`config.mk`:
```
export PLATFORM = sky130hd
export DESIGN_NAME = rmec_ctrl
export DESIGN_NICKNAME = d
export VERILOG_FILES = /design/src/sv/assert_macros.svh /design/src/sv/rmec_pkg.sv /design/src/sv/rmec_ctrl.sv
export SDC_FILE = /design/constraint.sdc
export NUM_CORES = 1
export LEC_CHECK = 0
export BUFFER_PORTS_ARGS = -buffer_cell sky130_fd_sc_hd__buf_2
export CAP_MARGIN = 40
export CELL_PAD_IN_SITES_DETAIL_PLACEMENT = 1
export CELL_PAD_IN_SITES_GLOBAL_PLACEMENT = 1
export CORE_AREA = 3 3 40 42
export DETAILED_ROUTE_END_ITERATION = 8
export DIE_AREA = 0 0 43 45
export MAX_ROUTING_LAYER = met4
export PLACE_DENSITY = 0.55
export SYNTH_ARGS = -nofsm -noshare
export SYNTH_HDL_FRONTEND = slang
export SYNTH_SLANG_ARGS = --single-unit
```
`constraint.sdc`:
```
create_clock -name clk_i -period 1.4 [get_ports clk_i]
set_clock_uncertainty 0.15 [all_clocks]
set_input_delay 0.14 -clock clk_i [delete_from_list [all_inputs] [get_ports clk_i]]
set_output_delay 0.14 -clock clk_i [all_outputs]
set_load 0.05 [all_outputs]
```
`src/sv/assert_macros.svh`:
```
// Assertion macros shared by the RTL of the evidence counter.
`ifndef ASSERT_MACROS_SVH
`define ASSERT_MACROS_SVH

// Checked at every rising edge while reset is released.
`define RMEC_ASSERT(name, clk, rst_n, prop, msg) \
  name: assert property (@(posedge clk) disable iff (!rst_n) prop) else $error(msg);

// Checked at every rising edge, reset included.
`define RMEC_ASSERT_ALWAYS(name, clk, prop, msg) \
  name: assert property (@(posedge clk) prop) else $error(msg);

`endif

```
`src/sv/rmec_pkg.sv`:
```
// ----------------------------------------------------------------------------
// rmec_pkg
// Types, constants and codes shared by the read mismatch evidence counter.
// ----------------------------------------------------------------------------
package rmec_pkg;

  localparam int WINDOW_SIZE     = 4096;
  localparam int WIN_AW          = $clog2(WINDOW_SIZE);
  localparam int MAX_READ_LENGTH = 512;
  localparam int QAW             = $clog2(MAX_READ_LENGTH);
  localparam int QCW             = QAW + 1;
  localparam int CNT_W           = 4;
  localparam int ROW_W           = 3 * CNT_W;

  localparam logic [CNT_W-1:0] COUNT_MAX      = 4'd15;
  localparam logic [11:0]      SKIP_FLAG_MASK = 12'h604;

  localparam logic [31:0] REGION_START_RST = 32'd0;
  localparam logic [6:0]  MIN_BQ_RST       = 7'd20;
  localparam logic [3:0]  HIT_THR_RST      = 4'd2;

  localparam logic [7:0] CH_0     = 8'h30;
  localparam logic [7:0] CH_9     = 8'h39;
  localparam logic [7:0] CH_CARET = 8'h5E;
  localparam logic [7:0] CH_A     = 8'h41;
  localparam logic [7:0] CH_C     = 8'h43;
  localparam logic [7:0] CH_G     = 8'h47;
  localparam logic [7:0] CH_T     = 8'h54;
  localparam logic [7:0] CH_Z     = 8'h5A;
  localparam logic [7:0] CH_LA    = 8'h61;
  localparam logic [7:0] CH_LZ    = 8'h7A;
  localparam logic [7:0] CASE_GAP = 8'd32;

  typedef enum logic [2:0] {
    OP_READ_START = 3'd0,
    OP_QUALITY    = 3'd1,
    OP_MD_CHAR    = 3'd2,
    OP_CIGAR      = 3'd3,
    OP_CLEAR      = 3'd4
  } opcode_e;

  typedef enum logic [3:0] {
    CG_M = 4'd0, CG_I = 4'd1, CG_D = 4'd2, CG_N = 4'd3, CG_S = 4'd4,
    CG_H = 4'd5, CG_P = 4'd6, CG_EQ = 4'd7, CG_X = 4'd8
  } cigar_e;

  typedef enum logic [1:0] {
    REG_REGION_START = 2'd0,
    REG_MIN_BQ       = 2'd1,
    REG_HIT_THR      = 2'd2
  } cfg_reg_e;

  typedef enum logic [1:0] {
    ST_OK     = 2'd0,
    ST_SKIP   = 2'd1,
    ST_RANGE  = 2'd2,
    ST_NOQUAL = 2'd3
  } status_e;

  typedef enum logic [1:0] {
    TBL_MM  = 2'd0,
    TBL_INS = 2'd1,
    TBL_DEL = 2'd2
  } tbl_e;

  typedef enum logic [2:0] {
    S_CLEAR, S_IDLE, S_EXEC, S_CHECK, S_BUMP, S_DONE
  } state_e;

  typedef struct packed {
    logic load;
    logic exec;
    logic check;
    logic bump;
    logic clear;
    logic emit;
  } cmd_t;

  typedef struct packed {
    logic exec_check;
    logic exec_clear;
    logic check_bump;
    logic clr_last;
    logic out_free;
  } sts_t;

endpackage

```
`src/sv/rmec_ctrl.sv`:
```
// ----------------------------------------------------------------------------
// rmec_ctrl
// Sequencer: clearing sweep, item execution, count update and result hand-off.
// ----------------------------------------------------------------------------
module rmec_ctrl (
  input  logic          clk_i,
  input  logic          rst_ni,
  input  logic          in_valid_i,
  input  rmec_pkg::sts_t sts_i,
  output rmec_pkg::cmd_t cmd_o,
  output logic          in_stall_o
);
  import rmec_pkg::*;

  state_e state_q, state_d;
  logic   clr_reply_q, clr_reply_d;

  always_comb begin
    state_d     = state_q;
    clr_reply_d = clr_reply_q;
    unique case (state_q)
      S_CLEAR: begin
        if (sts_i.clr_last) begin
          state_d     = clr_reply_q ? S_DONE : S_IDLE;
          clr_reply_d = 1'b0;
        end
      end
      S_IDLE: begin
        if (in_valid_i) state_d = S_EXEC;
      end
      S_EXEC: begin
        if (sts_i.exec_clear) begin
          state_d     = S_CLEAR;
          clr_reply_d = 1'b1;
        end else if (sts_i.exec_check) begin
          state_d = S_CHECK;
        end else begin
          state_d = S_DONE;
        end
      end
      S_CHECK: begin
        state_d = sts_i.check_bump ? S_BUMP : S_DONE;
      end
      S_BUMP: begin
        state_d = S_DONE;
      end
      S_DONE: begin
        if (sts_i.out_free) state_d = S_IDLE;
      end
      default: state_d = S_IDLE;
    endcase
  end

  always_comb begin
    cmd_o      = '0;
    in_stall_o = (state_q != S_IDLE);
    unique case (state_q)
      S_CLEAR: cmd_o.clear = 1'b1;
      S_IDLE:  cmd_o.load  = in_valid_i;
      S_EXEC:  cmd_o.exec  = 1'b1;
      S_CHECK: cmd_o.check = 1'b1;
      S_BUMP:  cmd_o.bump  = 1'b1;
      S_DONE:  cmd_o.emit  = sts_i.out_free;
      default: cmd_o = '0;
    endcase
  end

  always_ff @(posedge clk_i or negedge rst_ni) begin
    if (!rst_ni) begin
      state_q     <= S_CLEAR;
      clr_reply_q <= 1'b0;
    end else begin
      state_q     <= state_d;
      clr_reply_q <= clr_reply_d;
    end
  end

endmodule

```
==> results of run 1 <==
[kinds of logic (layout without fill, tap and decap cells)]
family / count (synthesis) / in the layout
flops: 4 / 4
simple gates: 15 / 15
buf+inv: 7 / 34
compound gates: 7 / 7
mux: 1 / 1
[layer usage]
metal | part of all wire [%] | vias up | GRT usage [%]
met3 | 2.1 | 2 | 2.39
met2 | 62 | 7 | 24.0
li1 | - | 172 | -
met4 | 1.6 | 0 | 9.04
met5 | 0 | - | -
met1 | 34 | 172 | 11.5
[timing repair]
action | CTS | global route
gates resized for setup | 22 | 4
endpoints found under the setup margin | 7 | 8
endpoints found under the hold margin | 4 | 0
pin swaps | 3 | 3
hold buffers | 1 | 0
buffers inserted | 5 | 2
[state kept, by name (all words and copies together), names as in the netlist]
signal / cells
state_q: 3
clr_reply_q: 1
[power breakdown]
group	total, mW	internal, mW	switching (mW)
registers	0.225	0.161	0.0645
clock network	0.141	0.0958	0.0456
logic	1.10	0.499	0.606
[cell type report]
cell class                 instances  area (um^2)  area share, %
sequential                         4          101           16.9
inverter                           4         17.5           2.93
timing repair buffer              27          233           38.9
multi-input combinational         23          205           34.3
tap                               15         18.8           3.14
clock buffer                       3         22.5           3.77
[through the flow]
| stage | instance area [um^2] | cells |
|---|---|---|
| 6_report | 598 | 76 |
| 5_1_grt | 598 | 76 |
| 3_3_place_gp | 424 | 65 |
| 4_1_cts | 569 | 74 |
| 3_5_place_dp | 424 | 65 |
| 2_1_floorplan | 322 | 34 |
[critical path, delay by kind of cell (launching register included)]
| family | cells | cell delay (ns) |
|---|---|---|
| flip-flops | 1 | 0.45 |
| buffers and inverters | 2 | 0.33 |
| AND/OR/NAND/NOR | 1 | 0.17 |
[worst paths after layout]
path	to	cells past startpoint
max	cmd_o[2]	3
min	clr_reply_q$_DFFE_PN0P_	2
max reg2reg	state_q[0]$_DFFE_PN0P_	3
min reg2reg	clr_reply_q$_DFFE_PN0P_	2
max in group asynchronous	state_q[0]$_DFFE_PN0P_	2
min in group clk_i	clr_reply_q$_DFFE_PN0P_	3
[cells in the final DEF, fill, tap and decap left out, types with 2 or more instances in the layout]
| cell | Yosys | routed |
|---|---|---|
| buf_4 | 1 | 9 |
| buf_6 | 0 | 8 |
| buf_2 | 1 | 7 |
| nor3_4 | 0 | 3 |
| nor2_1 | 4 | 3 |
| a21oi_1 | 3 | 3 |
| clkbuf_4 | 0 | 3 |
| dfrtp_1 | 4 | 3 |
| inv_1 | 3 | 2 |
| nand2_2 | 0 | 2 |
| buf_8 | 0 | 2 |
==> results.txt, run 1 <==
Status: complete, but fails checks
Violated checks: setup timing
Final core occ: 46.5%
Ports: 15
Initial drt markers: 0
DRT Pass-1 Iters: 1
First-pass GRT wire length: 1660 um
Reg clk slew, reported paths: 0.04 ns
Die Wd: 43 um
Max-cap viol count: 0
Post-route setup slack: -0.0695 ns
Initial antenna violation count: 0
Most frequent CP cell: buf_6
Via count: 353
Detail Route Antenna Nets: 0
Clock root cell: clkbuf_4
Crit-path slowest cell: dfrtp_2
Xor and xnor area share after synthesis: 0%
Setup TNS: -0.203 ns
CP Class: reg -> out
Nets: 71
Ys async rst share: 100%
Tightest Hold Check Type: in -> async
LEAKAGE: 0.285 nW
Synth area leaders: dfrtp_1 (37%), mux4_2 (8.2%), nor3_1 (7.3%)
Power density over cell area: 2460 nW/um^2
Htree depth: 1
Synth cell types: 19
Yosys top cell area share: 36.5%
DR vias/cell: 4.64
Cts bufs inserted: 3
Starting Density: 21.3%
Post-DP HPWL: 757 um
Share of cells above drive strength 1: 67.2%
DP Worst Slack: 0.0275 ns
Dominant synthesized flop cell: dfrtp_1
Largest net degree at the start of global routing: 7
Post-synth EDFFs: 0
Crit-path cells: buf_6 > nor3_4 > buf_6
Synth Area in Compound Gates: 16.4%
Flops & latches, synth: 4
Main combinational cell family by area after synthesis: simple AND/OR/NAND/NOR gates
Simple-gate share of the synthesized area: 26.9%
Synth area leader: dfrtp_1
Mux cell area share after synthesis: 8.22%
Total congestion overflow: 0
CP Data Arrival Time: 1.18 ns
Fill count: 149
Commonest cells in the netlist: dfrtp_1 (4), nor2_1 (4), nor3_1 (4)
Clk sink count: 4
Die ar.: 1940 um^2
Post-route DRC: 0
Total power draw: 1.47 mW
Maximum clock path buffer count: 2
Ys Warns: 0
CP Data Required Time: 1.11 ns
Post-Synth Adder-Cell Area: 0%
Core area: 1280 um^2
Fin. Hold Viols: 0
Mapped Area: 274 um^2
Area delta synth->final: 118%
Vias in the first global route: 379
Global Route Usage Sum: 12.8%
Port Buffer Count: 14
TritonCTS clock tree: done
Tcrit/Tclk final: 105%
Cells after Synth: 34
Worst Setup SP: state_q[0]$_DFFE_PN0P_
Seq/Total Area, Yosys: 36.5%
Die Ht: 45 um
Minimum clock period: 1.47 ns
N_diodes: 0
Post-Syn Area per Cell: 8.06 um^2
Setup crit end kind: output port
Setup violations, final: 6
Worst Tran Pin Value: 0.321 ns
FP Rows: 13
Largest stage delay, worst path: 0.45 ns
Slew margin rel.: 78.3%
WHS: 0.0852 ns
VDD IR-drop max: 0.915 mV
Routability cong.: 0.812
CP Max Fanout: 6
Syn nets: 42
Max-slew violations: 0
Fmax achieved: 680 MHz
Reg2reg setup slack: 0.02 ns
Unrepaired setup endpoints after global routing: yes
RR Startpoint: state_q[0]$_DFFE_PN0P_
Final wirelength: 1090 um
Worst setup SP type: flip-flop
Wire per inst: 14.3 um
Worst-Skew Late Latency: 0.23 ns
Power figures use the tool's default switching activity.
==> run 2, diff against run 1 <==
Settings changed: SETUP_SLACK_MARGIN from default to 0.15.
==> run 2 against run 1 <==
Effect of this change:
- the run still ends with setup timing left
- global-route usage down 0.77 points
- die area unchanged
- clock power increased by 11%
- via count is 1.1% higher
- register-to-register slack barely moved
- critical path depth did not move
- hold slack worse by 0.019 ns
- count of clock-buffer cells in the layout increased by 1
- combinational power increased by 8%
- first-iteration DRC count up 10
- utilization rose by 4.1 points
- critical path type unchanged
- largest cell class unchanged
- highest routed layer is now met3
==> results.txt, run 2 (synthesis results as in run 1) <==
Post-route insts no fill: 75 (-1.3%)
Reg clk slew, reported paths: 0.04 ns (about the same)
Nets: 69 (-2.8%)
Detail Route Antenna Nets: 0 (unchanged)
Violated checks: setup timing
Total power draw: 1.59 mW (+7.9%)
Setup crit end kind: output port
Largest stage delay, worst path: 0.45 ns (about the same)
Final wirelength: 1010 um (-7.0%)
Unrepaired setup endpoints after global routing: yes
Most frequent CP cell: buf_6
Crit-path cells: buf_6 > nor3_4 > buf_6
CP Class: reg -> out
Routed met1 length: 385 um (+3.5%)
Power density over cell area: 2440 nW/um^2 (-0.78%)
Ports: 15 (unchanged)
Htree depth: 1 (unchanged)
Routability cong.: 0.834 (+2.8%)
Post-route DRC: 0 (unchanged)
Wire per inst: 13.5 um (-5.8%)
Cts bufs inserted: 3 (unchanged)
Maximum clock path buffer count: 2 (unchanged)
Setup TNS: -0.296 ns (-0.0927 ns)
DRT Pass-1 Iters: 4 (+3)
Final core occ: 50.6% (+4.1 points)
Worst Tran Pin Value: 0.207 ns (-0.114 ns)
CP Data Arrival Time: 1.19 ns (about the same)
Vias in the first global route: 390 (+2.9%)
Largest reg by FF count: state_q
Die Wd: 43 um (unchanged)
CP Max Fanout: 5 (-1)
Minimum clock period: 1.48 ns (+0.00615 ns)
Max FFs per register: 3 (unchanged)
CP top delay family: flip-flops
Setup violations, final: 6 (unchanged)
CP Data Required Time: 1.11 ns (about the same)
Tcrit/Tclk final: 105% (+0.44 points)
FP Rows: 13 (unchanged)
Via count: 357 (+1.1%)
DP Worst Slack: -0.0500 ns (-0.0775 ns)
Commonest non-fill, non-tap cells in the layout: buf_6 (10), buf_2 (7), nor3_4 (4)
Share of cells above drive strength 1: 70.0% (+2.8 points)
TritonCTS clock tree: done
Core area: 1280 um^2 (unchanged)
Fin. Hold Viols: 0 (unchanged)
Clk sink count: 4 (unchanged)
Starting Density: 21.3% (unchanged)
Tightest Hold Check Type: in -> reg
Commonest non-fill, non-tap cell in the layout: buf_6
Status: complete, but fails checks
Die Ht: 45 um (unchanged)
Dpl cells: 63 (-3.1%)
WHS: 0.0658 ns (-0.0194 ns)
Slew margin rel.: 86.2% (+7.9 points)
Worst-Skew Late Latency: 0.24 ns (about the same)
Met2 Wirelength: 573 um (-15%)
Area delta synth->final: 137%
Post-route setup slack: -0.0757 ns (-0.00615 ns)
DR top layer: met3
VDD IR-drop max: 1.16 mV (+27%)
Total congestion overflow: 0 (unchanged)
First-pass GRT wire length: 1660 um (+0.36%)
Max-cap viol count: 0 (unchanged)
Area post-placement: 434 um^2 (+2.4%)
Port Buffer Count: 14 (unchanged)
Top Registers: state_q: 3 flops, clr_reply_q: 1 flops
Max-slew violations: 0 (unchanged)
Clock root cell: clkbuf_4
Worst setup SP type: flip-flop
LEAKAGE: 0.294 nW (+3.3%)
Global Route Usage Sum: 12.0% (-0.77 points)
WL met3: 50 um (+120%)
N_diodes: 0 (unchanged)
Fmax achieved: 678 MHz (-0.42%)
Largest net degree at the start of global routing: 8 (+1)
Crit-path slowest cell: dfrtp_2
DR vias/cell: 4.76 (+2.5%)
Initial antenna violation count: 0 (unchanged)
Die ar.: 1940 um^2 (unchanged)
Fill count: 142 (-4.7%)
Worst path bufs/invs: 2 (unchanged)
Initial drt markers: 10 (+10)
Design area: 651 um^2 (+8.8%)
==> run 2: routing by layer <==
layer | track usage [%] | vias up
met4 | 7.23 | 0
li1 | - | 170
met2 | 20.7 | 11
met3 | 1.20 | 0
met5 | - | -
met1 | 13.5 | 176
==> run 2: repair_timing <==
| item | 4_1_cts | 5_1_grt |
|---|---|---|
| hold buffers | 1 | 0 |
| buffers inserted | 4 | 3 |
| pin swaps | 6 | 7 |
| hold endpoints to repair | 4 | 0 |
| setup endpoints to repair | 10 | 11 |
| resized for setup | 23 | 8 |
==> run 2: worst register-to-register path, stage by stage, from the launching register on <==
cell and delay, ns:
dfrtp_2 0.42, buf_6 0.16, mux4_2 0.51, nand2_1 0.08
==> run 2: final cells by class <==
class                           count  area [um^2]  share of cell area [%]
Inverter                            4         25.0                    3.85
Sequential cell                     4          104                    16.0
Timing Repair Buffer               25          245                    37.7
Clock buffer                        4         26.3                    4.04
Tap cell                           15         18.8                    2.88
Multi-Input combinational cell     23          231                    35.6
==> run 2: final timing paths <==
| check | slack, ns | startpoint | cells after the start | to |
|---|---|---|---|---|
| worst max-delay path | -0.08 | state_q[1]$_DFFE_PN0P_ | 3 | cmd_o[2] |
| worst min-delay path | 0.07 | in_valid_i | 3 | state_q[1]$_DFFE_PN0P_ |
| worst max register to register | 0.02 | state_q[0]$_DFFE_PN0P_ | 3 | state_q[0]$_DFFE_PN0P_ |
| worst min register to register | 0.43 | clr_reply_q$_DFFE_PN0P_ | 2 | clr_reply_q$_DFFE_PN0P_ |
| max in group asynchronous | 0.87 | rst_ni | 2 | state_q[2]$_DFFE_PN0P_ |
| min in group asynchronous | 0.09 | rst_ni | 2 | state_q[1]$_DFFE_PN0P_ |
==> run 2: power by group <==
| group | internal (mW) | switching [mW] |
|---|---|---|
| sequential | 0.165 | 0.0813 |
| clock | 0.107 | 0.0498 |
| combinational | 0.561 | 0.624 |
| total | 0.833 | 0.755 |
==> run 3, diff against run 2 <==
Settings changed: ABC_AREA from default to 1, PLACE_DENSITY 0.55 to default, PLACE_DENSITY_LB_ADDON from default to 0.1.
==> run 3 against run 2 <==
Effect of this change:
- the flow still finishes with violations (setup timing)
- non-clock buffer count fell by 3
- sequential power increased by 4%
- maximum frequency fell by 0.19%
- synthesized cell count is 53% higher
- count of clock-buffer cells in the layout is 1 lower
- cell count rose by 20%
- global-route usage up 0.83 points
- sequential cell count stayed put
- critical path type unchanged
- largest power group unchanged
- highest routed layer unchanged
==> results.txt, run 3 <==
Nets: 85 (+23%)
Status: complete, but fails checks
Post-Syn Area per Cell: 6.45 um^2 (-20%)
Post-synth EDFFs: 0 (unchanged)
Comb pwr share: 74.3% (-0.3 points)
Most frequent cell after synthesis: nand2_1
Clock root cell: clkbuf_4
Total congestion overflow: 0 (unchanged)
Flops & latches, synth: 4 (unchanged)
Final wirelength: 1020 um (+1.3%)
Hold EP: state_q[1]$_DFFE_PN0P_
TritonCTS clock tree: done
Port Buffer Count: 14 (unchanged)
Setup crit end kind: output port
Wire per inst: 11.4 um (-16%)
Tightest Hold Check Type: in -> reg
Worst-Skew Late Latency: 0.24 ns (about the same)
Reg2reg end: state_q[2]$_DFFE_PN0P_
Sw Ratio: 53.5% (+5.9 points)
Die ar.: 1940 um^2 (unchanged)
Max-cap viol count: 0 (unchanged)
Dominant synthesized flop cell: dfrtp_1
Violated checks: setup timing
Share of cells above drive strength 1: 61.3% (-8.7 points)
Top Registers: state_q: 3 flops, clr_reply_q: 1 flops
Ys Warns: 0 (unchanged)
LEAKAGE: 0.314 nW (+6.6%)
Final core occ: 50.0% (-0.68 points)
Max FFs per register: 3 (unchanged)
Syn nets: 60 (+43%)
Die Ht: 45 um (unchanged)
Synth cell types: 15 (-4)
Mapped Area: 335 um^2 (+22%)
Maximum clock path buffer count: 2 (unchanged)
Setup violations, final: 7 (+1)
Seq/Total Area, Yosys: 29.9% (-6.7 points)
Clock share of power: 9.4% (-0.5 points)
CP Max Fanout: 5 (unchanged)
Power density over cell area: 2460 nW/um^2 (+0.57%)
Commonest non-fill, non-tap cells in the layout: nand2_1 (13), buf_2 (8), buf_6 (8)
HP Start: sts_i[4]
Cells after Synth: 52 (+53%)
WL met3: 61 um (+22%)
Worst setup SP type: flip-flop
Tcrit/Tclk final: 106% (+0.20 points)
DRT Pass-1 Iters: 4 (unchanged)
Detail Route Antenna Nets: 0 (unchanged)
Yosys top cell area share: 29.9% (-6.7 points)
CP Data Required Time: 1.11 ns (about the same)
Via count: 407 (+14%)
Global Route Usage Sum: 12.8% (+0.83 points)
First-pass GRT wire length: 1740 um (+4.6%)
Post-route setup slack: -0.0785 ns (-0.00281 ns)
Ports: 15 (unchanged)
Clk sink count: 4 (unchanged)
Max-slew violations: 0 (unchanged)
Cts bufs inserted: 3 (unchanged)
CP Data Arrival Time: 1.19 ns (about the same)
Synth area leader: dfrtp_1
Vias in the first global route: 429 (+10%)
Largest reg by FF count: state_q
Commonest cells in the netlist: nand2_1 (15), inv_1 (6), dfrtp_1 (4), nand3_1 (4), nor2_1 (4)
Die Wd: 43 um (unchanged)
Commonest non-fill, non-tap cell in the layout: nand2_1
N_diodes: 0 (unchanged)
FP Rows: 13 (unchanged)
Core area: 1280 um^2 (unchanged)
Minimum clock period: 1.48 ns (+0.00281 ns)
RR Startpoint: state_q[2]$_DFFE_PN0P_
Post-route DRC: 0 (unchanged)
Starting Density: 26.1% (+4.8 points)
Cells on Worst Hold Path: 3 (unchanged)
Net Sw Power: 843 uW (+12%)
Area delta synth->final: 91.4%
Largest net degree at the start of global routing: 6 (-2)
P_int: 733 uW (-12%)
CP Class: reg -> out
Fmax achieved: 676 MHz (-0.19%)
Ys async rst share: 100% (unchanged)
Htree depth: 1 (unchanged)
Slew margin rel.: 83.2% (-3.0 points)
Synth area leaders: dfrtp_1 (30%), nand2_1 (17%), inv_1 (6.7%)
DP Worst Slack: 0.0616 ns (+0.112 ns)
Sequential Power Share: 16.3% (+0.8 points)
Unrepaired setup endpoints after global routing: yes
Reg2reg setup slack: 0.07 ns (+0.05 ns)
Routability cong.: 0.763 (-8.6%)
Met2 Wirelength: 533 um (-7.0%)
Initial drt markers: 4 (-6)
DR vias/cell: 4.52 (-5.0%)
Setup TNS: -0.286 ns (+0.00974 ns)
Post-DP HPWL: 763 um
Initial antenna violation count: 0 (unchanged)
Reg clk slew, reported paths: 0.04 ns (about the same)
Fin. Hold Viols: 0 (unchanged)
Worst Tran Pin Value: 0.254 ns (+0.0467 ns)
Routed met1 length: 427 um (+11%)
DR top layer: met3
Cells on worst reg2reg path: 7 (+4)
VDD IR-drop max: 1.05 mV (-9.2%)
==> run 3: cell types whose count changed after synthesis, sizes merged, moves of 2 or more <==
cell,previous run,this run
a21oi,3,1
inv,4,9
nand2,3,17
nand3,1,4
nor2,4,9
nor3,4,2
o21ai,0,3
==> run 3: worst max-delay path by stage <==
stage | start | end | slack (ns) | depth (start not counted)
after global routing | state_q[1]$_DFFE_PN0P_ | cmd_o[2] | -0.14 | 3
after detailed placement | state_q[2]$_DFFE_PN0P_ | cmd_o[5] | 0.06 | 4
after global placement | state_q[2]$_DFFE_PN0P_ | cmd_o[4] | 0.04 | 4
after floorplan | state_q[1]$_DFFE_PN0P_ | cmd_o[0] | -0.04 | 1
final | state_q[1]$_DFFE_PN0P_ | cmd_o[2] | -0.08 | 3
after CTS | state_q[0]$_DFFE_PN0P_ | cmd_o[5] | -0.08 | 5
==> run 3: layer usage <==
metal / vias to the layer above / global-route usage [%]
li1: 206 / -
met1: 187 / 15.1
met5: - / -
met2: 14 / 19.8
met4: 0 / 3.61
met3: 0 / 5.98
==> run 3: cell families (layout without fill, tap and decap cells) <==
family	Yosys count	after routing	share of synthesized area (%)
simple gates	32	32	46.3
buf+inv	11	34	15.7
compound gates	5	5	8.21
flops	4	4	29.9
==> run 3: area by class of cell <==
cell class                      count  area, um^2
Inverter                            9        42.5
Tap cell                           15        18.8
Multi-Input combinational cell     37         262
Sequential cell                     4         104
Timing Repair Buffer               22         193
Clock buffer                        3        22.5
Fill cell                         162         643
==> run 3: repair_timing <==
action	4_1_cts	5_1_grt
resized for setup	22	8
endpoints found under the hold margin	4	0
endpoints found under the setup margin	9	11
pin swaps	8	4
setup buffers	4	0
hold buffers	1	0
==> run 3: worst max-delay path, stage by stage (launching register included) <==
cell and delay, ns:
dfrtp_2 0.46, buf_6 0.14, nor3_4 0.17, buf_6 0.18
==> run 3: metrics by stage <==
stage	std cells	cell area [um^2]	power [mW]	hold slack, ns
2_1_floorplan	52	389	0.976	-0.306
3_3_place_gp	82	482	1.15	-0.201
3_5_place_dp	82	482	1.15	-0.198
4_1_cts	90	612	1.54	0.00673
5_1_grt	90	642	1.70	0.00401
6_report	90	642	1.58	0.0102
==> run 3: power by group through the flow <==
stage / Sequential [mW] / Clock [mW] / Combinational [mW]
final: 0.257 / 0.148 / 1.17
after global routing: 0.265 / 0.173 / 1.26
after CTS: 0.244 / 0.155 / 1.14
after detailed placement: 0.226 / 0 / 0.919
after global placement: 0.225 / 0 / 0.924
after floorplan: 0.211 / 0 / 0.765
